<file path="src/hw/rtl/assert_macros.svh">
// Assertion macros for the PI regulator block.
`ifndef ASSERT_MACROS_SVH
`define ASSERT_MACROS_SVH

// Immediate implication or plain property, sampled on aclk, off during reset.
`define PIRPD_ASSERT(label, prop, msg) \
    label: assert property (@(posedge aclk) disable iff (!aresetn) prop) \
        else $error(msg);

// Condition in one cycle implies expression in the next.
`define PIRPD_ASSERT_NEXT(label, cond, expr, msg) \
    label: assert property (@(posedge aclk) disable iff (!aresetn) (cond) |=> (expr)) \
        else $error(msg);

`endif

</file>
<file path="src/hw/rtl/pirpd_queue.sv">
// Two-entry job queue between front and back end.
`default_nettype none

module pirpd_queue #(
    parameter int WIDTH = 32
) (
    input  wire logic             aclk,
    input  wire logic             aresetn,
    input  wire logic             push,
    input  wire logic [WIDTH-1:0] din,
    output logic                  full,
    output logic                  valid,
    input  wire logic             pop,
    output logic [WIDTH-1:0]      dout
);

    logic [WIDTH-1:0] slot0_reg, slot0_next;
    logic [WIDTH-1:0] slot1_reg, slot1_next;
    logic [1:0]       cnt_reg, cnt_next;

    assign full  = (cnt_reg == 2'd2);
    assign valid = (cnt_reg != 2'd0);
    assign dout  = slot0_reg;

    always_comb begin
        slot0_next = slot0_reg;
        slot1_next = slot1_reg;
        cnt_next   = cnt_reg;
        case ({push, pop})
            2'b11: begin
                if (cnt_reg == 2'd1) begin
                    slot0_next = din;
                end else begin
                    slot0_next = slot1_reg;
                    slot1_next = din;
                end
            end
            2'b01: begin
                slot0_next = slot1_reg;
                cnt_next   = cnt_reg - 2'd1;
            end
            2'b10: begin
                if (cnt_reg == 2'd0) begin
                    slot0_next = din;
                end else begin
                    slot1_next = din;
                end
                cnt_next = cnt_reg + 2'd1;
            end
            default: begin
            end
        endcase
    end

    always_ff @(posedge aclk) begin
        if (!aresetn) begin
            cnt_reg <= 2'd0;
        end else begin
            cnt_reg <= cnt_next;
        end
    end

    always_ff @(posedge aclk) begin
        slot0_reg <= slot0_next;
        slot1_reg <= slot1_next;
    end

endmodule

`default_nettype wire

</file>
<file path="config.mk">
export PLATFORM = sky130hd
export DESIGN_NAME = pirpd_queue
export DESIGN_NICKNAME = d
export VERILOG_FILES = /design/src/hw/rtl/assert_macros.svh /design/src/hw/rtl/pirpd_queue.sv
export SDC_FILE = /design/constraint.sdc
export NUM_CORES = 1
export LEC_CHECK = 0
export ABC_CLOCK_PERIOD_IN_PS = 4200
export BUFFER_PORTS_ARGS = -buffer_cell sky130_fd_sc_hd__buf_2
export CAP_MARGIN = 20
export CORE_MARGIN = 2
export CORE_UTILIZATION = 54
export CTS_BUF_LIST = sky130_fd_sc_hd__clkbuf_16
export CTS_CLUSTER_SIZE = 25
export DETAILED_ROUTE_END_ITERATION = 10
export PLACE_DENSITY = 0.85
export SLEW_MARGIN = 25
export SYNTH_ARGS = -nofsm -noshare
export SYNTH_HDL_FRONTEND = slang
export SYNTH_SLANG_ARGS = --single-unit
</file>
<file path="constraint.sdc">
create_clock -name aclk -period 4.2 [get_ports aclk]
set_clock_uncertainty 0.05 [all_clocks]
set_input_delay 0.63 -clock aclk [delete_from_list [all_inputs] [get_ports aclk]]
set_output_delay 0.63 -clock aclk [all_outputs]
set_load 0.02 [all_outputs]
</file>
# Word-level counts from Yosys, hierarchy flattened
# Index checks and enable logic that the tools add are counted.
[totals] elab_cells=27 inputBits=36 out_inout_bits=34 regBits=66
[op_classes] eq_ne=8 addsub=2 reduce_logical=7 mux=7
[ops] op="$mux 32" count=4
[ops] op="$pmux 32 s3" count=1
[ops] op="$pmux 32 s2" count=1
[ops] op="$eq 2x2->1 const B" count=3
[ops] op="$ne 2x2->1 const B" count=3
[ops] op="$reduce_bool 2->1" count=3
[ops] op="$eq 2x1->1 const B" count=2
[ops] op="$pmux 2 s2" count=1
[ops] op="$reduce_and 3->1" count=1
[ops] op="$reduce_bool 3->1" count=1
[ops] op="$add 2x1->2 const B" count=1
[ops] op="$logic_not 2->1" count=1
[ops] op="$reduce_and 2->1" count=1
[ops] op="$sub 2x1->2 const B" count=1

# Depth between registers and ports, before layout
# Gate-level depths: netlist (run 1).
[logic_depth] ltp_word=3 ltp_mapped=7 mapped_depth_nobuf=5

# Worst setup path after synthesis (run 1)
# OpenSTA, ideal clock, no wires.
[synth_path] path_kind="input to register" start="input push" end="register slot0_reg[0] (netlist: dout[0]), enable pin" arrival_ns=3.409 setup_ns=0.466 stages=6 required_time_ns=3.684 n_path_buf=2 path_slack_ns=0.275 cell_sequence="inv_1 -> ha_1 -> buf_6 -> buf_6 -> nor2_1 -> o21ai_0"
[synth_between] elab_chain_cells=3 elab_cells_between_ends=6 classes_between="eq/ne (4); reduce/logical (2)"
[synth_lines] element="start, declared" line="pirpd_queue.sv:9" text="input wire logic push,"
[synth_lines] element="$eq 2x2->1 / $eq 2x1->1 (equally long branches)" line="pirpd_queue.sv:29" text="case ({push, pop})"
[synth_lines] element="$ne 2x2->1 (no source line) / $reduce_bool 3->1 (equally long branches)"
[synth_lines] element="$reduce_and 2->1 (no source line) (*)"
[synth_lines] element="end signal, assigned" line="pirpd_queue.sv:64" text="slot0_reg <= slot0_next;"
[synth_lines] element="end, declared" line="pirpd_queue.sv:17" text="logic [WIDTH-1:0] slot0_reg, slot0_next;"
# Mark *: on every way between the ends. The rest lies on a longest branch, timed or not.
# A chain may end at the register's enable or synchronous reset.

# Worst setup path after layout (run 1)
[layout_path] start="input push" end="register slot0_reg[19] (netlist: dout[19]) (data pin)"
[layout_between] elab_chain_cells=2 elab_cells_between_ends=4 classes_between="eq/ne (3); mux (1)"
[layout_lines] element="$eq 2x2->1 / $eq 2x1->1 (equally long branches)" line="pirpd_queue.sv:29"
[layout_lines] element="$pmux 32 s3 (*)" line="pirpd_queue.sv:29"
[layout_lines] element="net slot0_next[19]" line="pirpd_queue.sv:17"
# Mark *: on every way through the listed nets, which the timed path passes. The rest lies on a longest branch.

==> results.yml, run 1 <==
run_status:
  status: "finished clean"
synth:
  synth-seq-area-share_pct: 59.7
  synth_warnings: 0
  syn_inst: 209
  synth_area_per_cell_um2: 15.7
  ys_types: 20
  postSynthNetCount: 253
  synth-seq-cells: 66
  syn-cell-area_um2: 3290
final_layout:
  diodes: 0
  layout_common_cells: "buf_2, edfxtp_1, mux2i_1, a21oi_1, a221oi_2"
  final_common_cell: "buf_2"
  finalNetCount: 319
  area_delta_synth_final_pct: 19.9
  drive_above_1_share_pct: 43.9
  fin_cells: 355
  utilization_pct: 67.0
  fillers: 415
floorplanning:
  io_pins: 70
  fp-row-count: 28
  dieArea_um2: 6730
  start_util_pct: 55.9
  core_area_um2: 5890
  die_h_um: 82.0
  die_x_um: 82.0
clock_tree:
  clockRootBuffer: "clkbuf_16"
  clk_latency_ns: 0.32
  cts_tree: "done"
  htreeDepth: 3
  postCtsHoldBufs: 0
  clkTransAtPathRegs_ns: 0.05
  cts_sinks: 66
  cts_setup_buffers: 0
  ctsResizeCount: 0
  numCtsBuffers: 9
  cts_max_path_buffers: 2
setup_path:
  cp-end-kind: "flip-flop"
  ff2ff_path_depth: 6
  cp_data_arrival_time_ns: 2.27
  rr_startpoint: "cnt_reg[0]$_SDFFE_PN0N_"
  path_class: "input pin to flip-flop"
  r2r_setup_slack_ns: 2.10
  critPathRequiredTime_ns: 4.30
  cp_max_fo: 33
  r2r-end: "slot1_reg[3]$_DFFE_PP_"
  cp-start-kind: "input pin"
sta:
  max_freq_mhz: 462
  min_period_ns: 2.17
  final-max-slew-violation-count: 0
  fin_crit_sh_pct: 51.5
  final_hold_viol_count: 0
  tightest_slew_ns: 0.769
  finalSetupViolCount: 0
  setup_tns_ns: 0
  relSlewSlack_pct: 48.8
  rsz0062_at_grt: "no"
drt:
  dr.first_iter.drc_count: 189
  drtPass1Iterations: 4
  drt-wirelength-per-cell_um: 19.0
  routed_wl_um: 6760
  ant_nets: 0
  vias_per_cell: 6.00
  drc: 0
  vias: 2129
min_path:
  hp-class: "flip-flop to flip-flop"
  whs_endpoint: "cnt_reg[0]$_SDFFE_PN0N_"
  hold_path.startpoint: "cnt_reg[0]$_SDFFE_PN0N_"
  holdPathStages: 2
grt:
  grt_overflow: 0
  grt_antenna_before_repair: 0
  grt_pass1_vias: 2007
  grt_pass1_wl_um: 10100
  grt_start_max_net_pins: 34
  grt.total_usage_pct: 20.8
placed_design:
  place_hpwl_um: 4140
  io_buffers: 69
  place_inst: 337
  place.gp.congestion: 0.719
power:
  ir_drop_mv: 0.258
  power_density_nw_per_um2: 491
  leakagePower_nw: 1.49
  p_total_mw: 1.94
job:
  cap_violations: 0
## how the worst max path moves through the flow
stage,from,end,slack [ns],depth (start not counted)
2_1_floorplan,push,dout[0]$_DFFE_PP_,0.27,6
3_3_place_gp,pop,slot1_reg[16]$_DFFE_PP_,1.61,6
3_5_place_dp,pop,slot1_reg[18]$_DFFE_PP_,1.51,6
4_1_cts,pop,slot1_reg[27]$_DFFE_PP_,1.84,6
5_1_grt,push,cnt_reg[0]$_SDFFE_PN0N_,1.93,7
6_report,push,dout[19]$_DFFE_PP_,2.03,6
## final cells by class
class	instances	area [um^2]	share of cell area, %
timing repair buffer	75	430	10.9
inverter	6	22.5	0.571
clock buffer	9	225	5.71
sequential	66	1960	49.8
clock inverter	7	61.3	1.56
multi-input combinational	117	1150	29.1
tap	75	93.8	2.38
## report_power, final
group          switching [mW]  internal [mW]
clock                   0.264          0.452
sequential             0.0294          0.819
combinational           0.233          0.139
total                   0.526           1.41
## worst max-delay path, cell delays in order
cell and delay [ns]:
buf_2 0.14, inv_1 0.08, ha_2 0.79, buf_4 0.37
a221oi_2 0.05, a21oi_1 0.20
## Yosys cell counts (all sizes together)
library cell	number	area (um^2)
dfxtp	2	40.0
buf	19	188
clkbuf	1	7.51
o21ai	4	20.0
xor2	1	8.76
inv	6	22.5
a21oi	33	165
and2	1	6.26
a221oi	32	462
ha	8	100
edfxtp	64	1920
a21boi	1	7.51
mux2i	32	320
nand2	3	11.3
nor2	2	7.51
## layer usage
metal	routed length (um)	track usage (%)	up-vias	share of wire [%]
met5	0	0	-	0
met4	155	11.2	0	2.3
met3	336	3.63	14	5.0
met2	3490	34.4	77	52
met1	2780	26.1	1057	41
li1	-	-	981	-
## per-stage QoR
| stage | hold WS, ns | instance area (um^2) | setup slack [ns] |
|---|---|---|---|
| floorplan | 0.431 | 3290 | 0.275 |
| global placement | 0.445 | 3590 | 1.61 |
| detailed placement | 0.463 | 3590 | 1.51 |
| CTS | 0.458 | 3880 | 1.84 |
| global route | 0.466 | 3940 | 1.93 |
| finish | 0.469 | 3940 | 2.03 |
## cell families after synthesis
family / Yosys count / share of synthesized area, %
AOI/OAI and AO/OA: 70 / 19.9
DFF: 66 / 59.7
muxes: 32 / 9.74
buffers and inverters: 26 / 6.62
adders and majority gates: 8 / 3.04
and+or+nand+nor: 6 / 0.761
xor gates and xnor gates: 1 / 0.266
Power figures use the tool's default switching activity.
==> run 2, diff against run 1 <==
Settings changed: ABC_CLOCK_PERIOD_IN_PS 4200 to 2200.
Clock period 4.2 ns to 2.2 ns, I/O delays scaled along.
==> run 2 against run 1 <==
  * Die area did not move
  * First-iteration DRC count shrank 2.1%
  * Clock-buffer cell count is the same
  * Setup slack worse by 1.7 ns
  * Wire length fell by 5.2%
  * Sequential power increased by 91%
  * Clock power increased by 86%
  * Register-to-register slack got worse by 1.7 ns
  * Combinational power grew 89%
  * Non-clock buffer count up 4
  * Cell count grew 0.85%
  * Critical path depth down 2
  * Critical path type is now flip-flop to flip-flop
  * Highest routed layer unchanged
==> results.yml, run 2 (synthesis results as in run 1) <==
grt:
  grt_use_met3_pct: 4.18
  grt_antenna_before_repair: 0
  use_met1_pct: 25.2
  grt_pass1_vias: 2041
  grt_pass1_wl_um: 9960
  gr-usage-met2_pct: 33.3
  grt-busiest-layer: "met2"
  grt_start_max_net_pins: 33
  grt_overflow: 0
  grt.total_usage_pct: 20.3
clock_tree:
  cts_tree: "done"
  postCtsHoldBufs: 0
  clk_latency_ns: 0.32
  htreeDepth: 3
  clkTransAtPathRegs_ns: 0.05
  cts_max_path_buffers: 2
  ctsResizeCount: 0
  numCtsBuffers: 9
  clockRootBuffer: "clkbuf_16"
  cts_setup_buffers: 0
  cts_sinks: 66
sta:
  rsz0062_at_grt: "no"
  max_freq_mhz: 541
  setup_tns_ns: 0
  fin_crit_sh_pct: 84.0
  final_hold_viol_count: 0
  min_period_ns: 1.85
  finalSetupViolCount: 0
  tightest_slew_ns: 0.764
  layout_setup_ws_ns: 0.353
  relSlewSlack_pct: 49.1
  final-max-slew-violation-count: 0
setup_path:
  cp-end-kind: "flip-flop"
  r2r-end: "slot1_reg[29]$_DFFE_PP_"
  critPathRequiredTime_ns: 2.16
  path_class: "flip-flop to flip-flop"
  rr_startpoint: "cnt_reg[1]$_SDFFE_PN0N_"
  ff2ff_path_depth: 4
  cp_data_arrival_time_ns: 1.80
  cp_max_fo: 17
  critPathLaunch: "cnt_reg[1]$_SDFFE_PN0N_"
  r2r_setup_slack_ns: 0.35
  cp-start-kind: "flip-flop"
drt:
  drtPass1Iterations: 4
  drt-wirelength-per-cell_um: 17.9
  ant_nets: 0
  routed_wl_um: 6410
  vias_per_cell: 5.80
  vias: 2078
  dr.first_iter.drc_count: 185
  drc: 0
final_layout:
  layout_common_cells: "buf_2, edfxtp_1, mux2i_1, a21oi_1, a221oi_2"
  final_common_cell: "buf_2"
  diodes: 0
  drive_above_1_share_pct: 43.5
  utilization_pct: 67.4
  area_delta_synth_final_pct: 20.7
  finalNetCount: 323
floorplanning:
  die_x_um: 82.0
  core_area_um2: 5890
  fp-row-count: 28
  io_pins: 70
  start_util_pct: 55.9
  die_h_um: 82.0
  dieArea_um2: 6730
power:
  ir_drop_mv: 0.531
  leakagePower_nw: 1.51
  power_density_nw_per_um2: 919
run_status:
  status: "finished clean"
job:
  cap_violations: 0
min_path:
  whs_endpoint: "slot1_reg[31]$_DFFE_PP_"
  hold_path.startpoint: "din[31]"
  hp-class: "input pin to flip-flop"
  holdPathStages: 1
placed_design:
  place.gp.congestion: 0.753
  io_buffers: 69
  pre_cts_ws_ns: 0.0986
  place_hpwl_um: 4020
==> run 2: changes by cell type in the layout (fill, tap and decap cells not counted), sizes merged <==
cell,before,now
buf,75,79
clkinvlp,1,0
==> run 2: how the worst max path moves through the flow <==
stage	end	slack [ns]
2_1_floorplan	slot1_reg[0]$_DFFE_PP_	0.02
3_3_place_gp	dout[0]$_DFFE_PP_	0.16
3_5_place_dp	dout[19]$_DFFE_PP_	0.1
4_1_cts	slot1_reg[29]$_DFFE_PP_	0.36
5_1_grt	slot1_reg[30]$_DFFE_PP_	0.26
6_report	slot1_reg[29]$_DFFE_PP_	0.35
==> run 2: power breakdown <==
| part | switching, mW | internal (mW) |
|---|---|---|
| Clock | 0.475 | 0.851 |
| Sequential | 0.0522 | 1.56 |
| Combinational | 0.431 | 0.272 |
==> run 2: through the flow <==
step	instance area, um^2	total power, mW	hold slack [ns]	std cells
2_1_floorplan	3300	2.13	0.379	209
3_3_place_gp	3660	2.31	0.445	342
3_5_place_dp	3660	2.33	0.451	342
4_1_cts	3940	3.66	0.157	357
5_1_grt	3970	3.79	0.168	358
6_report	3970	3.65	0.169	358
==> run 2: worst max-delay path, cell delays in order (launching register included) <==
cell and delay [ns]:
dfxtp_1 0.37, inv_1 0.09, ha_1 0.45, a21oi_4 0.28, buf_4 0.29
==> run 2: per-layer routing <==
layer	up-vias	share of wire, %
met3	10	4.0
met2	56	52
met4	0	2.0
met5	-	0
met1	1023	42
li1	989	-
==> run 2: layout make-up <==
type,count,area [um^2]
fillers,419,1920
clock inverters,6,50.0
inverters,6,22.5
clock buffers,9,225
flip-flops and latches,66,1960
well taps,75,93.8
repair buffers,79,478
multi-input cells,117,1140
==> run 3, diff against run 2 <==
Settings changed: ABC_CLOCK_PERIOD_IN_PS 2200 to 1500, CORE_UTILIZATION 54 to 49, PLACE_DENSITY 0.85 to 0.82.
Clock period 2.2 ns to 1.5 ns, I/O delays scaled along.
==> run 3 against run 2 <==
  * Die area grew 9.7%
  * Via count up 3.3%
  * Register-to-register slack got worse by 0.35 ns
  * Worst hold slack got worse by 0.11 ns
  * Non-clock buffer count is 5 higher
  * Combinational power grew 68%
  * Global-route usage rose by 0.42 points
  * Critical endpoint is now slot1_reg[24]$_DFFE_PP_
  * Largest power group unchanged
  * Cell count is 2.2% higher
  * Wire length grew 12%
  * First-iteration DRC count is 23% lower
  * Cell area up 7.4%
==> results.yml, run 3 (synthesis results as in run 1) <==
floorplanning:
  io_pins: 70
  start_util_pct: 51.2
  die_h_um: 85.9
  dieArea_um2: 7380
  fp-row-count: 29
  core_area_um2: 6420
  die_x_um: 85.9
run_status:
  status: "finished clean"
drt:
  vias: 2146
  vias_per_cell: 5.86
  drtPass1Iterations: 4
  drt-wirelength-per-cell_um: 19.7
  ant_nets: 0
  drc: 0
  dr.first_iter.drc_count: 143
  routed_wl_um: 7200
final_layout:
  fillers: 441
  drive_above_1_share_pct: 49.8
  final_common_cell: "buf_2"
  area_delta_synth_final_pct: 29.6
  finalNetCount: 328
  diodes: 0
  multi_input_area_um2: 1210
  ff_latch_area_um2: 1970
  layout_common_cells: "buf_2, edfxtp_1, mux2i_1, a21oi_1, a221oi_2"
clock_tree:
  postCtsHoldBufs: 0
  htreeDepth: 3
  numCtsBuffers: 9
  cts_sinks: 66
  cts_max_path_buffers: 2
  clkTransAtPathRegs_ns: 0.05
  clockRootBuffer: "clkbuf_16"
  clk_latency_ns: 0.32
  cts_setup_buffers: 0
  cts_tree: "done"
placed_design:
  place_hpwl_um: 4550
  pre_cts_ws_ns: -0.0630
  place.gp.congestion: 0.729
  io_buffers: 69
grt:
  grt.total_usage_pct: 20.7
  grt_pass1_wl_um: 11300
  grt_pass1_vias: 2127
  grt_antenna_before_repair: 0
  grt_start_max_net_pins: 33
  grt_overflow: 0
setup_path:
  critPathRequiredTime_ns: 1.48
  cp-start-kind: "flip-flop"
  cp_max_fo: 16
  cp_data_arrival_time_ns: 1.48
  path_class: "flip-flop to flip-flop"
  cp-end-kind: "flip-flop"
power:
  leakagePower_nw: 1.60
  power_density_nw_per_um2: 1350
  pwr-share-clk_pct: 38.2
  share_seq_of_total_power_pct: 41.3
  p_comb_share_pct: 20.4
  p_int_mw: 4.24
  p_sw_mw: 1.53
  p_total_mw: 5.77
  swShare_pct: 26.5
  ir_drop_mv: 0.658
sta:
  max_freq_mhz: 668
  final-max-slew-violation-count: 0
  tightest_slew_ns: 0.385
  relSlewSlack_pct: 74.4
  final_hold_viol_count: 0
  fin_crit_sh_pct: 99.7
  layout_setup_ws_ns: 0.00377
  min_period_ns: 1.50
  rsz0062_at_grt: "yes"
  setup_tns_ns: 0
  hold_slack_ns: 0.0634
  finalSetupViolCount: 0
min_path:
  hp-class: "input pin to flip-flop"
job:
  cap_violations: 0
==> run 3: cell types whose count changed in the layout (fill, tap and decap cells not counted), moves of 2 or more <==
cell	before	now
buf_12	3	12
buf_4	6	2
ha_1	6	2
ha_4	0	4
inv_1	7	3
clkinv_1	3	1
clkinv_4	0	2
dfxtp_1	2	0
inv_4	0	2
==> run 3: area by class of cell <==
class	instances	area share [%]
clock inverter	7	2.20
multi-input combinational	117	28.4
clock buffer	9	5.28
tap	77	2.26
timing repair buffer	84	14.7
sequential	66	46.1
inverter	6	0.939
==> run 3: per-stage QoR <==
stage | cells | area, um^2 | utilization [%]
3_5_place_dp | 349 | 3900 | 60.7
4_1_cts | 366 | 4270 | 66.5
2_1_floorplan | 209 | 3410 | -
5_1_grt | 366 | 4260 | 66.4
6_report | 366 | 4260 | 66.4
3_3_place_gp | 349 | 3900 | 60.7
==> run 3: routing by layer <==
layer  routed length, um  GRT usage [%]
met4                 128           9.52
met1                2920           25.6
met2                3830           35.1
met5                   0              0
met3                 315           4.23
==> run 3: repair_timing <==
action                                  CTS  global route
resized for setup                         3             1
gates cloned                              1             0
endpoints found under the hold margin     0             0
endpoints found under the setup margin    6            42
==> run 3: final timing paths <==
| path | start | to | slack, ns | cells after the start |
|---|---|---|---|---|
| setup / recovery | cnt_reg[0]$_SDFFE_PN0N_ | slot1_reg[24]$_DFFE_PP_ | 0.004 | 6 |
| hold / removal | aresetn | cnt_reg[1]$_SDFFE_PN0N_ | 0.06 | 2 |
| setup reg to reg | cnt_reg[0]$_SDFFE_PN0N_ | slot1_reg[24]$_DFFE_PP_ | 0.004 | 6 |
| hold reg to reg | cnt_reg[0]$_SDFFE_PN0N_ | cnt_reg[0]$_SDFFE_PN0N_ | 0.49 | 2 |
==> run 3: worst max-delay path, stage by stage (launching register included) <==
cell and delay, ns:
dfxtp_4 0.41, inv_4 0.05, ha_4 0.16, nand2_4 0.09, o21ai_4 0.06, a21oi_4 0.19, buf_12 0.18
==> run 3: power by group through the flow <==
stage | Sequential (mW) | Combinational [mW] | Clock, mW
floorplan | 2.56 | 0.610 | 0
global placement | 2.40 | 1.11 | 0
detailed placement | 2.42 | 1.14 | 0
CTS | 2.39 | 1.18 | 2.24
global route | 2.40 | 1.27 | 2.29
finish | 2.38 | 1.18 | 2.21
