**src/hw/rtl/assert_macros.svh**
```systemverilog
// Assertion macros for the PI regulator block.
`ifndef ASSERT_MACROS_SVH
`define ASSERT_MACROS_SVH

// Immediate implication or plain property, sampled on aclk, off during reset.
`define PIRPD_ASSERT(label, prop, msg) \
    label: assert property (@(posedge aclk) disable iff (!aresetn) prop) \
        else $error(msg);

// Condition in one cycle implies expression in the next.
`define PIRPD_ASSERT_NEXT(label, cond, expr, msg) \
    label: assert property (@(posedge aclk) disable iff (!aresetn) (cond) |=> (expr)) \
        else $error(msg);

`endif

```
**src/hw/rtl/pirpd_pkg.sv**
```systemverilog
// Shared types and constants of the PI regulator block.
`default_nettype none

package pirpd_pkg;

    localparam int SPP_DEF         = 8;
    localparam int SAMPLE_BITS_DEF = 12;

    // field widths
    localparam int SAMPLE_W    = 12;
    localparam int SETP_W      = 12;
    localparam int AVG_W       = 12;
    localparam int ERR_W       = 13;
    localparam int IWHOLE_W    = 14;
    localparam int X100_W      = 14;
    localparam int CMP_W       = 16;
    localparam int DUTY_W      = 7;
    localparam int GAIN_W      = 16;
    localparam int CFG_IDX_W   = 2;
    localparam int IN_TDATA_W  = 24;
    localparam int OUT_TDATA_W = 80;
    localparam int OUT_PAD_W   = OUT_TDATA_W - (AVG_W + ERR_W + IWHOLE_W + X100_W + CMP_W
                                                + DUTY_W);

    // datapath widths
    localparam int INT_W  = 17;
    localparam int P1_W   = 30;
    localparam int P2_W   = 34;
    localparam int S10_W  = 36;
    localparam int S10C_W = 26;
    localparam int Q_W    = 23;
    localparam int CHI_W  = 23;
    localparam int OUT_FRAC = 16;

    // register indexes
    localparam logic [CFG_IDX_W-1:0] REG_KP  = 2'd0;
    localparam logic [CFG_IDX_W-1:0] REG_KI  = 2'd1;
    localparam logic [CFG_IDX_W-1:0] REG_TOP = 2'd2;

    localparam logic [GAIN_W-1:0] KP_RESET  = 16'd655;
    localparam logic [GAIN_W-1:0] KI_RESET  = 16'd131;
    localparam logic [CMP_W-1:0]  TOP_RESET = 16'd999;

    // integral kept in tenths
    localparam logic signed [INT_W-1:0] INT_LIMIT = 17'sd50000;

    // output sum at ten times Q7.16 percent
    localparam logic signed [S10_W-1:0] S10_MID = 36'sd32768000;
    localparam logic [S10C_W-1:0]       S10_MAX = 26'd65536000;

    // reciprocal multipliers: floor(n/d) = (n*M) >> SH over the needed range
    localparam logic [S10C_W-1:0] RECIP10_M   = 26'd53687092;
    localparam int                RECIP10_SH  = 29;
    localparam logic [16:0]       IREC_M      = 17'd104858;
    localparam int                IREC_SH     = 20;
    localparam logic [23:0]       RECIP100_M  = 24'd10737419;
    localparam int                RECIP100_SH = 30;

    localparam logic [15:0] ROUND_HALF = 16'h8000;
    localparam logic [21:0] CMP_BIAS   = 22'd3276800;
    localparam logic [6:0]  PCT_SCALE  = 7'd100;

    typedef struct packed {
        logic [GAIN_W-1:0] kp_gain;
        logic [GAIN_W-1:0] ki_gain;
        logic [CMP_W-1:0]  period_top;
    } cfg_t;

    typedef struct packed {
        logic [OUT_PAD_W-1:0]       pad;
        logic [DUTY_W-1:0]          duty_percent;
        logic [CMP_W-1:0]           compare_value;
        logic [X100_W-1:0]          out_hundredths;
        logic signed [IWHOLE_W-1:0] integral_whole;
        logic signed [ERR_W-1:0]    error_value;
        logic [AVG_W-1:0]           average;
    } result_t;

endpackage

`default_nettype wire

```
**src/hw/rtl/pirpd_front.sv**
```systemverilog
// Front end: takes sample words, sums good samples, queues one job per period that has a good sample.
`default_nettype none

module pirpd_front import pirpd_pkg::*; #(
    parameter int SAMPLES_PER_PERIOD = SPP_DEF,
    parameter int SAMPLE_BITS        = SAMPLE_BITS_DEF
) (
    input  wire logic                aclk,
    input  wire logic                aresetn,
    input  wire logic                s_tvalid,
    output logic                     s_tready,
    input  wire logic [SAMPLE_W-1:0] sample,
    input  wire logic                sample_ok,
    input  wire logic [SETP_W-1:0]   setpoint,
    output logic                     job_push,
    input  wire logic                job_full,
    output logic [SAMPLE_W+$clog2(SAMPLES_PER_PERIOD+1)-1:0] job_sum,
    output logic [$clog2(SAMPLES_PER_PERIOD+1)-1:0]          job_cnt,
    output logic [SETP_W-1:0]        job_setp
);

    localparam int SMP_W = (SAMPLE_BITS < SAMPLE_W) ? SAMPLE_BITS : SAMPLE_W;
    localparam int CNT_W = $clog2(SAMPLES_PER_PERIOD + 1);
    localparam int SUM_W = SAMPLE_W + CNT_W;
    localparam int IDX_W = (SAMPLES_PER_PERIOD > 1) ? $clog2(SAMPLES_PER_PERIOD) : 1;
    localparam logic [IDX_W-1:0] IDX_LAST = IDX_W'(SAMPLES_PER_PERIOD - 1);

    logic [SUM_W-1:0] sum_reg, sum_next, sum_add;
    logic [CNT_W-1:0] cnt_reg, cnt_next, cnt_add;
    logic [IDX_W-1:0] idx_reg, idx_next;
    logic [SMP_W-1:0] smp;
    logic             accept;
    logic             last;

    assign s_tready = !job_full;
    assign accept   = s_tvalid && s_tready;
    assign smp      = SMP_W'(sample);
    assign last     = (idx_reg == IDX_LAST);
    assign sum_add  = sum_reg + (sample_ok ? SUM_W'(smp) : '0);
    assign cnt_add  = cnt_reg + CNT_W'(sample_ok);

    assign job_push = accept && last && (cnt_add != '0);
    assign job_sum  = sum_add;
    assign job_cnt  = cnt_add;
    assign job_setp = setpoint;

    always_comb begin
        sum_next = sum_reg;
        cnt_next = cnt_reg;
        idx_next = idx_reg;
        if (accept) begin
            if (last) begin
                sum_next = '0;
                cnt_next = '0;
                idx_next = '0;
            end else begin
                sum_next = sum_add;
                cnt_next = cnt_add;
                idx_next = idx_reg + 1'b1;
            end
        end
    end

    always_ff @(posedge aclk) begin
        if (!aresetn) begin
            sum_reg <= '0;
            cnt_reg <= '0;
            idx_reg <= '0;
        end else begin
            sum_reg <= sum_next;
            cnt_reg <= cnt_next;
            idx_reg <= idx_next;
        end
    end

endmodule

`default_nettype wire

```
**config.mk**
```make
export PLATFORM = sky130hd
export DESIGN_NAME = pirpd_front
export DESIGN_NICKNAME = d
export VERILOG_FILES = /design/src/hw/rtl/assert_macros.svh /design/src/hw/rtl/pirpd_pkg.sv /design/src/hw/rtl/pirpd_front.sv
export SDC_FILE = /design/constraint.sdc
export NUM_CORES = 1
export LEC_CHECK = 0
export ABC_CLOCK_PERIOD_IN_PS = 1900
export BUFFER_PORTS_ARGS = -buffer_cell sky130_fd_sc_hd__buf_4
export CAP_MARGIN = 5
export CORE_MARGIN = 2
export CORE_UTILIZATION = 40
export CTS_CLUSTER_SIZE = 10
export DETAILED_ROUTE_END_ITERATION = 8
export HOLD_SLACK_MARGIN = 0.06
export PLACE_DENSITY = 0.69
export SYNTH_ARGS = -nofsm -noshare
export SYNTH_HDL_FRONTEND = slang
export SYNTH_SLANG_ARGS = --single-unit
```
**constraint.sdc**
```tcl
create_clock -name aclk -period 1.9 [get_ports aclk]
set_input_delay 0.095 -clock aclk [delete_from_list [all_inputs] [get_ports aclk]]
set_output_delay 0.095 -clock aclk [all_outputs]
set_load 0.005 [all_outputs]
```
* After elaboration in Yosys (flattened, before gate mapping)
Index checks and enable logic that the tools add are counted.
Word-level totals: register bits after elaboration 23, input port bits 29, output and inout bits 34, logic and storage cells 16
Operators by class: add/sub/neg operators 3, equality and inequality tests 1, muxes and demuxes 4, reduce and logical (&&, ||, !) cells 5
Operator list (number):
- 16-bit by 12-bit adder with 16-bit output | 1
- 16-bit 2-to-1 mux | 1
- 12-bit 2-to-1 mux | 1
- 4-bit by 1-bit adder with 4-bit output | 1
- 4-bit 2-to-1 mux | 1
- 4-bit nonzero test | 1
- 3-bit by 1-bit adder with 3-bit output, second input constant | 1
- 3-bit == test, second input constant | 1
- 1-bit logical AND | 3
- 3-bit 2-to-1 mux | 1
- 1-bit logical NOT | 1

* Longest topological paths before layout
Gate-level depths: netlist (run 1).
depth in word-level cells 4, mapped depth 10, mapped depth without buffers 9

* Least setup slack after synthesis (run 1)
OpenSTA, ideal clock, no wires.
kind register to register, start point register sum_reg[0], end point register sum_reg[8], setup time 117 ps, data arrival time 2053 ps, required time 1783 ps, setup slack -270 ps, stages on the path, launching flop included 9, buffers on the path 0, period minus slack after synthesis 2170 ps, cell sequence dfxtp_1 -> ha_1 -> fa_1 -> a21oi_1 -> o21ai_1 -> a2111oi_0 -> nor3_1 -> xor2_1 -> a32o_1
On the way: longest elaborated chain between the ends 2
Ends and longest elaborated chain:
- from (decl) | line pirpd_front.sv:28 | logic [SUM_W-1:0] sum_reg, sum_next, sum_add;
- from (signal assigned) | line pirpd_front.sv:70 | sum_reg <= sum_next;
- 16-bit by 12-bit adder with 16-bit output | line pirpd_front.sv:39 | assign sum_add = sum_reg + (sample_ok ? SUM_W'(smp) : '0);
- via job_sum[8] | line pirpd_front.sv:17 | output logic [SAMPLE_W+$clog2(SAMPLES_PER_PERIOD+1)-1:0] job_sum,
- 16-bit 2-to-1 mux | line pirpd_front.sv:52 | if (last) begin
The timed path passes the listed nets, and every way through them passes these cells. A chain may end at the register's enable or synchronous reset.

* Worst setup path in the final report (run 1)
start point register sum_reg[0], end point output port job_sum[10]
On the way: longest elaborated chain between the ends 1
Ends and longest elaborated chain (line):
- 16-bit by 12-bit adder with 16-bit output | pirpd_front.sv:39
- to (decl) | pirpd_front.sv:17
No other way between the ends.

==> summary.txt, run 1 <==
Floorplan
  – Die W: 70.5 µm
  – DIE AREA: 4970 µm²
  – I/O pin total: 63
  – Die height: 70.5 µm
  – Area of the core: 4290 µm²
  – Initial core utilization: 0.412
  – Cell Rows: 24

Route
  – Via Count: 1859
  – DRC Markers: 0
  – Final WL: 5310 µm
  – 1st-iter DRT viols: 77
  – Final ANT Viol Nets: 0
  – Routed vias/inst: 5.40
  – Drt pass-1 iters: 4
  – DR WL/cell: 15.4 µm

Placement
  – Gp weighted congestion: 0.809
  – IO buf count: 38
  – Final HPWL from detailed placement: 3330 µm
  – Placed Area: 2360 µm²

GRT
  – Initial antenna violation count: 0
  – Total grt overflow: 0
  – First-pass GRT wire length: 8230 µm
  – Number of global-route vias before repair: 1836
  – Largest net degree at the start of global routing: 21
  – Global Route Usage Sum: 0.202

STA
  – Least-Margin Pin Slew: 0.335 ns
  – Slew Viols, Final: 0
  – Unrepaired setup endpoints after global routing: yes
  – Max Fclk: 427 MHz
  – Setup violators final: 21
  – Final Hold Slack: 0.164 ns
  – Endpoints failing hold: 0
  – Rel. slew slack: 0.775
  – Period utilization: 1.23
  – PnR worst setup slack: -0.442 ns
  – Fin crit period: 2.34 ns
  – Final Skew: 0.00742 ns

Finish
  – Max reg flops: 16
  – Fin area: 2780 µm²
  – P&R area growth vs syn: 57.3%
  – Commonest non-fill, non-tap cell in the layout: buf_4
  – Commonest cells after routing, fill and taps aside: buf_4 (83), nand2_1 (18), dfxtp_1 (17)
  – Share of layout cells above drive strength 1: 0.490
  – Final nets: 339
  – # fillers: 359
  – # diodes: 0

Worst setup path
  – Arrival time at the worst endpoint: 2.25 ns
  – Startpoint Class: flop
  – Crit-path max FO: 3
  – Worst Path Class, Setup: flop to primary output
  – Reg-to-reg critical path endpoint: sum_reg[8]$_SDFFE_PN0P_
  – Reg2Reg Depth: 9
  – Worst R2R Start: sum_reg[0]$_SDFFE_PN0P_
  – Kind of end point of the critical path: primary output
  – CP required: 1.80 ns
  – FF-to-FF setup slack: -0.31 ns

Power and ir drop
  – Leak: 1.23 nW
  – Power density over the cells: 469 nW/µm²
  – Overall power: 1.30 mW
  – Peak supply drop: 0.288 mV

Min path
  – Hold path startpoint: aresetn
  – HP Class: primary input to flop
  – Hold Crit Endpoint: sum_reg[4]$_SDFFE_PN0P_
  – Hold depth: 2

Clock tree
  – Clock tree buffer depth: 2
  – Clk_lat worst skew: 0.28 ns
  – Cts hold-fix bufs: 0
  – Clock tree sinks: 23
  – CTS H-tree lvls: 1
  – CTS tree: yes
  – CTS Root Cell: clkbuf_8
  – Clock-pin slew on the worst setup and hold paths: 0.10 ns
  – Total CTS buffers: 3

Synthesis
  – Seq/Total Area, Yosys: 0.260
  – Seq cells post-synth: 23
  – Ys Warns: 0
  – Mapped Avg Cell Area: 8.00 µm²
  – Netlist cell types: 41
  – Syn_nets: 267
  – Post-Syn Area: 1770 µm²
  – Synth Instances: 221

Outcome
  – Status: finished, violations left
  – Failing checks: setup timing

Run
  – Maxcap violations: 0
## worst max-delay path: stages, from the launching register on
cell,delay (ns)
dfxtp_2,0.35
ha_4,0.16
fa_2,0.36
a21oi_2,0.17
o21ai_2,0.12
o21ai_2,0.19
or2b_4,0.30
xor2_2,0.19
buf_4,0.14
## final cells by class
type                       count  area [µm²]  share of cell area
clock inverter                 1        5.00             0.00180
sequential                    23         470               0.169
multi-input combinational    170        1480               0.532
clock buffer                   3        41.3              0.0149
timing repair buffer          90         702               0.252
inverter                       5        18.8             0.00675
tap                           52        65.1              0.0234
## what timing repair did
action,in CTS,in global routing
setup buffers,14,9
gates resized for setup,29,20
endpoints found under the hold margin,0,0
pin swaps,28,29
setup endpoints to repair,17,25
## power breakdown
part / leakage (nW) / switching (mW) / internal, mW
Clock: 0.0255 / 0.194 / 0.148
Combinational: 1.02 / 0.191 / 0.246
Sequential: 0.190 / 0.0236 / 0.502
Total: 1.23 / 0.409 / 0.895
## per-stage QoR
| step | setup TNS [ns] | cells | util | worst slack (ns) |
|---|---|---|---|---|
| finish | -4.33 | 344 | 0.647 | -0.442 |
| detailed placement | -2.59 | 321 | 0.550 | -0.291 |
| floorplan | -0.169 | 221 | - | -0.0714 |
| global placement | -2.37 | 321 | 0.550 | -0.254 |
| global route | -6.74 | 344 | 0.647 | -0.589 |
| CTS | -3.01 | 338 | 0.613 | -0.350 |
## logic make-up (layout without fill, tap and decap cells)
family | Yosys count | after routing | synth area share
buffers and inverters | 28 | 99 | 0.0871
AND/OR/NAND/NOR | 86 | 86 | 0.255
XOR/XNOR | 16 | 16 | 0.0793
flip-flops | 23 | 23 | 0.260
adder cells (fa/ha/maj) | 17 | 17 | 0.125
AO/OA/AOI/OAI | 51 | 51 | 0.194
## layer usage
metal / up-vias / global-route usage / wire (µm)
li1: 918 / - / -
met1: 886 / 0.258 / 2280
met2: 47 / 0.348 / 2690
met3: 8 / 0.0346 / 269
met4: 0 / 0.0577 / 71
met5: - / 0 / 0
## synth_stat cells (all sizes together)
library cell   n  share of area
a2111oi        1         0.0050
a211o          2         0.0099
a211oi         1         0.0042
a21boi         1         0.0042
a21o           2         0.0092
a21oi         16          0.045
a22oi          7          0.030
a311o          1         0.0057
a31oi          3          0.011
a32o           3          0.017
a32oi          1         0.0050
and2          12          0.042
buf           16          0.062
clkbuf         7          0.015
dfxtp         23           0.26
fa             1          0.011
ha            16           0.11
inv            5          0.011
nand2         20          0.042
nand2b         3          0.011
nand3          8          0.023
nand3b         7          0.030
nand4          1         0.0035
nor2          14          0.030
nor2b          7          0.025
nor3           6          0.017
nor3b          2         0.0085
nor4           2         0.0071
o2111ai        2         0.0099
o211ai         4          0.017
o21ai          6          0.017
o21bai         1         0.0042
or2b           1         0.0050
or3            2         0.0071
or4            1         0.0042
xnor2         11          0.054
xor2           5          0.025
## worst max-delay path by stage
stage	startpoint	endpoint	slack [ns]	cells past startpoint
final	sum_reg[0]$_SDFFE_PN0P_	job_sum[10]	-0.44	8
after global routing	sum_reg[0]$_SDFFE_PN0P_	job_sum[14]	-0.59	9
after CTS	sum_reg[0]$_SDFFE_PN0P_	job_sum[14]	-0.35	9
after detailed placement	sample_ok	sum_reg[10]$_SDFFE_PN0P_	-0.29	10
after global placement	sample_ok	sum_reg[8]$_SDFFE_PN0P_	-0.25	10
after floorplan	sum_reg[0]$_SDFFE_PN0P_	sum_reg[8]$_SDFFE_PN0P_	-0.07	8
Power figures use the tool's default switching activity.
==> inputs of run 2 (changes only) <==
Settings changed: PLACE_DENSITY 0.69 to 0.7.
==> run 2 against run 1 <==
The run still ends with setup timing left. Non-clock buffer count decreased by 12. Fmax increased by 3.1%. Sequential power about the same. Power decreased by 2.0%. Global-route usage decreased by 1.2 points. Design area decreased by 2.9%. Die area unchanged. Via count decreased by 4.9%. Largest cell class unchanged. Highest routed layer unchanged.
==> summary.txt, run 2 (synthesis results as in run 1) <==
Outcome
  – Status: finished, violations left
  – Failing checks: setup timing

GRT
  – Initial antenna violation count: 0 (unchanged)
  – Total grt overflow: 0 (unchanged)
  – Global Route Usage Sum: 0.190 (-0.0122)
  – First-pass GRT wire length: 7770 µm (-5.6%)
  – Number of global-route vias before repair: 1736 (-5.4%)
  – Largest net degree at the start of global routing: 27 (+29%)

STA
  – Unrepaired setup endpoints after global routing: yes
  – Max Fclk: 440 MHz (+3.1%)
  – Rel. slew slack: 0.717 (-0.0579)
  – Slew Viols, Final: 0 (unchanged)
  – Endpoints failing hold: 0 (unchanged)
  – PnR worst setup slack: -0.371 ns (+0.0709 ns)
  – Final Skew: 0.00451 ns (-0.00291 ns)
  – Setup violators final: 16 (-24%)
  – Period utilization: 1.20 (-0.0373)
  – Least-Margin Pin Slew: 0.423 ns (+0.0884 ns)
  – Fin crit period: 2.27 ns (-0.0709 ns)

Clock tree
  – Cts hold-fix bufs: 0 (unchanged)
  – CTS H-tree lvls: 1 (unchanged)
  – CTS tree: yes
  – Clk_lat worst skew: 0.28 ns (about the same)
  – Clock-pin slew on the worst setup and hold paths: 0.10 ns (about the same)
  – CTS Root Cell: clkbuf_8
  – Clock tree sinks: 23 (unchanged)
  – Total CTS buffers: 3 (unchanged)
  – Clock tree buffer depth: 2 (unchanged)

Run
  – Maxcap violations: 0 (unchanged)

Worst setup path
  – Worst Path Class, Setup: flop to flop
  – Slowest cell delay on critical path: 0.47 ns (+0.11 ns)
  – Arrival time at the worst endpoint: 2.47 ns (+0.22 ns)
  – CP required: 2.10 ns (+0.30 ns)
  – Crit-path max FO: 3 (unchanged)
  – Kind of end point of the critical path: flop
  – FF-to-FF setup slack: -0.37 ns (-0.06 ns)
  – CP max-delay cell: or4_1
  – Startpoint Class: flop
  – CP cell instances: ha_4, fa_2, a21oi_4, o21ai_4, o21ai_2, a211o_1, buf_4, or4_1, a31oi_1

Placement
  – IO buf count: 38 (unchanged)
  – Pre-CTS WS: -0.318 ns (-0.0277 ns)
  – Placed Area: 2330 µm² (-1.3%)
  – Placed Instances: 317 (-1.2%)
  – Gp weighted congestion: 0.850 (+5.1%)
  – Final HPWL from detailed placement: 3230 µm (-3.2%)

Floorplan
  – Die W: 70.5 µm (unchanged)
  – Area of the core: 4290 µm² (unchanged)
  – Die height: 70.5 µm (unchanged)
  – Cell Rows: 24 (unchanged)
  – I/O pin total: 63 (unchanged)
  – DIE AREA: 4970 µm² (unchanged)
  – Initial core utilization: 0.412 (unchanged)

Route
  – Via Count: 1768 (-4.9%)
  – Drt pass-1 iters: 4 (unchanged)
  – 1st-iter DRT viols: 109 (+42%)
  – DRC Markers: 0 (unchanged)
  – Routed vias/inst: 5.33 (-1.5%)
  – DR WL/cell: 14.8 µm (-4.4%)
  – Final WL: 4900 µm (-7.8%)
  – Final ANT Viol Nets: 0 (unchanged)

Power and ir drop
  – Power Internal: 880 µW (-1.7%)
  – Part of the power in the clock network: 0.265 (+0.003)
  – Sw frac: 0.311 (-0.00237)
  – Comb pwr share: 0.324 (-0.011)
  – Leak: 1.17 nW (-4.9%)
  – Power density over the cells: 473 nW/µm² (+0.90%)
  – Overall power: 1.28 mW (-2.0%)
  – Peak supply drop: 0.399 mV (+38%)
  – Sequential share of power: 0.410 (+0.007)
  – Switching Power: 398 µW (-2.8%)

Min path
  – HP Class: primary input to flop

Finish
  – Commonest non-fill, non-tap cell in the layout: buf_4
  – Share of layout cells above drive strength 1: 0.464 (-0.0254)
  – Commonest cells after routing, fill and taps aside: buf_4 (74), nand2_1 (18), dfxtp_1 (17)
  – Finished Layout Cells: 332 (-3.5%)
  – P&R area growth vs syn: 52.7%
  – Final core utilization: 0.628 (-0.0189)
  – Fin area: 2700 µm² (-2.9%)
  – Max reg flops: 16 (unchanged)
  – Final nets: 327 (-3.5%)
  – # diodes: 0 (unchanged)
[run 2: cell types whose count changed in the layout (fill, tap and decap cells not counted), moves of 2 or more]
cell	previous run	this run
buf_4	83	74
buf_6	7	4
a22oi_1	5	7
a22oi_2	2	0
[run 2: worst paths after layout]
path | from | end | cells past startpoint
max | sum_reg[0]$_SDFFE_PN0P_ | sum_reg[12]$_SDFFE_PN0P_ | 9
min | aresetn | sum_reg[14]$_SDFFE_PN0P_ | 3
max reg2reg | sum_reg[0]$_SDFFE_PN0P_ | sum_reg[12]$_SDFFE_PN0P_ | 9
min reg2reg | cnt_reg[0]$_SDFFE_PN0P_ | cnt_reg[0]$_SDFFE_PN0P_ | 2
[run 2: critical path, delay by kind of cell (launching register included)]
kind	cells	cell delay, ns
flops	1	0.36
buf+inv	1	0.15
simple gates	1	0.47
fa+ha+maj	2	0.35
compound gates	5	0.85
[run 2: final cells by class]
cell class | count | area [µm²]
fillers | 376 | 1600
multi-input cells | 170 | 1500
repair buffers | 78 | 601
flip-flops and latches | 23 | 470
well taps | 52 | 65.1
clock buffers | 3 | 41.3
inverters | 5 | 18.8
clock inverters | 1 | 7.51
[run 2: what timing repair did]
action / in CTS / in global routing
pin swaps: 15 / 26
setup endpoints to repair: 19 / 20
cloned: 0 / 0
buffers inserted: 8 / 6
resized for setup: 25 / 23
[run 2: metal layers]
metal	global-route usage	vias to the layer above	routed length (µm)
li1	-	890	-
met1	0.246	835	2220
met2	0.326	39	2440
met3	0.0361	4	213
met4	0.0427	0	24
met5	0	-	0
[run 2: power groups by stage]
stage	clock [mW]	sequential [mW]	combinational (mW)
final	0.339	0.524	0.414
after detailed placement	0	0.535	0.348
after global routing	0.366	0.527	0.450
after global placement	0	0.534	0.346
after floorplan	0	0.524	0.227
after CTS	0.347	0.524	0.376
[run 2: metrics by stage]
step           setup TNS [ns]  hold slack, ns
2_1_floorplan          -0.169           0.224
3_3_place_gp            -2.28           0.190
3_5_place_dp            -2.90           0.190
4_1_cts                 -3.04           0.165
5_1_grt                 -4.91           0.186
6_report                -3.30           0.178
==> inputs of run 3 (changes only) <==
Settings changed: BUFFER_PORTS_ARGS -buffer_cell sky130_fd_sc_hd__buf_4 to not set, CTS_CLUSTER_DIAMETER set to 50, DONT_BUFFER_PORTS set to 1, PLACE_DENSITY 0.7 to 0.57.
==> run 3 against run 2 <==
The run still ends with setup timing left. Core utilization is 7.5 points lower. Power fell by 8.0%. Worst setup slack worse by 0.023 ns. Via count shrank 5.5%. Worst hold slack got worse by 0.048 ns. Clock power decreased by 4%. Largest cell class unchanged. Design area down 12%.
==> summary.txt, run 3 (synthesis results as in run 1) <==
Outcome
  – Status: finished, violations left
  – Failing checks: setup timing

Floorplan
  – Die W: 70.5 µm (unchanged)
  – Area of the core: 4290 µm² (unchanged)
  – Die height: 70.5 µm (unchanged)
  – Cell Rows: 24 (unchanged)
  – I/O pin total: 63 (unchanged)
  – DIE AREA: 4970 µm² (unchanged)
  – Initial core utilization: 0.412 (unchanged)

STA
  – Final Skew: 0.00288 ns (-0.00163 ns)
  – Final Hold Slack: 0.130 ns (-0.0481 ns)
  – Least-Margin Pin Slew: 0.611 ns (+0.188 ns)
  – Rel. slew slack: 0.592 (-0.126)
  – Unrepaired setup endpoints after global routing: yes
  – Endpoints failing hold: 0 (unchanged)
  – PnR worst setup slack: -0.394 ns (-0.0229 ns)
  – Max Fclk: 436 MHz (-1.0%)
  – Period utilization: 1.21 (+0.0121)
  – Setup violators final: 18 (+2)
  – Slew Viols, Final: 0 (unchanged)
  – Fin crit period: 2.29 ns (+0.0229 ns)

Route
  – Drt pass-1 iters: 4 (unchanged)
  – DR WL/cell: 16.7 µm (+13%)
  – Final WL: 4860 µm (-0.82%)
  – 1st-iter DRT viols: 92 (-16%)
  – Via Count: 1670 (-5.5%)
  – Final ANT Viol Nets: 0 (unchanged)
  – Routed vias/inst: 5.74 (+7.8%)
  – DRC Markers: 0 (unchanged)

Clock tree
  – CTS tree: yes
  – CTS H-tree lvls: 1 (unchanged)
  – Clock tree buffer depth: 2 (unchanged)
  – Clk_lat worst skew: 0.27 ns (about the same)
  – Clock-pin slew on the worst setup and hold paths: 0.09 ns (about the same)
  – CTS Root Cell: clkbuf_8
  – Clock tree sinks: 23 (unchanged)
  – Total CTS buffers: 3 (unchanged)

Finish
  – # diodes: 0 (unchanged)
  – Multi-input gate area: 1490 µm² (about the same)
  – P&R area growth vs syn: 34.4%
  – # fillers: 399 (+6.1%)
  – FF/Latch Area: 468 µm² (-0.53%)
  – Max reg flops: 16 (unchanged)
  – Commonest cells after routing, fill and taps aside: buf_4 (35), nand2_1 (19), dfxtp_1 (19)
  – Finished Layout Cells: 291 (-12%)
  – Share of layout cells above drive strength 1: 0.372 (-0.0919)
  – Final nets: 286 (-13%)
  – Commonest non-fill, non-tap cell in the layout: buf_4

GRT
  – Global Route Usage Sum: 0.193 (+0.00277)
  – Total grt overflow: 0 (unchanged)
  – Largest net degree at the start of global routing: 27 (unchanged)
  – Initial antenna violation count: 0 (unchanged)
  – Number of global-route vias before repair: 1660 (-4.4%)
  – First-pass GRT wire length: 7710 µm (-0.71%)

Power and ir drop
  – Leak: 0.957 nW (-18%)
  – Peak supply drop: 0.271 mV (-32%)
  – Overall power: 1.17 mW (-8.0%)
  – Power density over the cells: 494 nW/µm² (+4.4%)

Run
  – Maxcap violations: 0 (unchanged)

Worst setup path
  – Kind of end point of the critical path: primary output
  – CP required: 1.80 ns (-0.30 ns)
  – Crit-path max FO: 3 (unchanged)
  – Startpoint Class: flop
  – Arrival time at the worst endpoint: 2.20 ns (-0.27 ns)
  – Worst Path Class, Setup: flop to primary output

Placement
  – IO buf count: 0 (-100%)
  – Gp weighted congestion: 0.846 (-0.51%)
  – Final HPWL from detailed placement: 3210 µm (-0.42%)
  – Placed Instances: 269 (-15%)

Min path
  – HP Class: primary input to flop
==> run 3: cell types whose count changed in the layout (fill, tap and decap cells not counted), moves of 2 or more <==
cell     previous run  this run
buf_4              74        35
buf_6               4         1
dfxtp_1            17        19
dfxtp_2             5         3
==> run 3: per-layer routing <==
metal  track usage  wire length (µm)  vias up
li1              -                 -      808
met1         0.232              2040      812
met2         0.341              2490       39
met3        0.0346               258       11
met4        0.0684                66        0
met5             0                 0        -
==> run 3: power breakdown <==
part / internal [mW] / switching [mW]
Clock: 0.147 / 0.179
Combinational: 0.160 / 0.163
Sequential: 0.501 / 0.0233
==> run 3: path summary, 6_finish.rpt <==
kind,startpoint,endpoint,slack (ns),cells past startpoint
setup / recovery,sum_reg[0]$_SDFFE_PN0P_,job_sum[8],-0.39,8
hold / removal,job_full,idx_reg[1]$_SDFFE_PN0P_,0.13,3
setup reg to reg,sum_reg[0]$_SDFFE_PN0P_,sum_reg[12]$_SDFFE_PN0P_,-0.33,9
hold reg to reg,cnt_reg[0]$_SDFFE_PN0P_,cnt_reg[0]$_SDFFE_PN0P_,0.46,2
==> run 3: worst max-delay path, stage by stage, from the launching register on <==
cell and delay [ns]:
dfxtp_2 0.34, ha_4 0.16, fa_2 0.38, a21oi_4 0.19, o21ai_4 0.09, a2111oi_4 0.32, nor3_2 0.07, xor2_1 0.22
buf_4 0.16
==> run 3: area by class of cell <==
class,instances,area share
Clock buffer,3,0.0174
Multi-Input combinational cell,170,0.629
Sequential cell,23,0.197
Inverter,5,0.00790
Timing Repair Buffer,37,0.120
Clock inverter,1,0.00211
Tap cell,52,0.0274
==> run 3: stage by stage <==
| stage | util | worst slack [ns] | instance area (µm²) | setup TNS [ns] |
|---|---|---|---|---|
| detailed placement | 0.459 | -0.203 | 1970 | -1.12 |
| global placement | 0.459 | -0.144 | 1970 | -0.794 |
| global route | 0.553 | -0.498 | 2380 | -4.88 |
| CTS | 0.525 | -0.378 | 2250 | -2.79 |
| finish | 0.553 | -0.394 | 2380 | -3.29 |
| floorplan | - | -0.0714 | 1910 | -0.169 |
==> run 3: what timing repair did <==
| item | in CTS | in global routing |
|---|---|---|
| gates cloned | 0 | 0 |
| hold buffers | 1 | 0 |
| resized for setup | 28 | 17 |
| pin swaps | 24 | 14 |
| setup endpoints to repair | 18 | 19 |
| setup buffers | 14 | 4 |
| hold endpoints to repair | 13 | 0 |
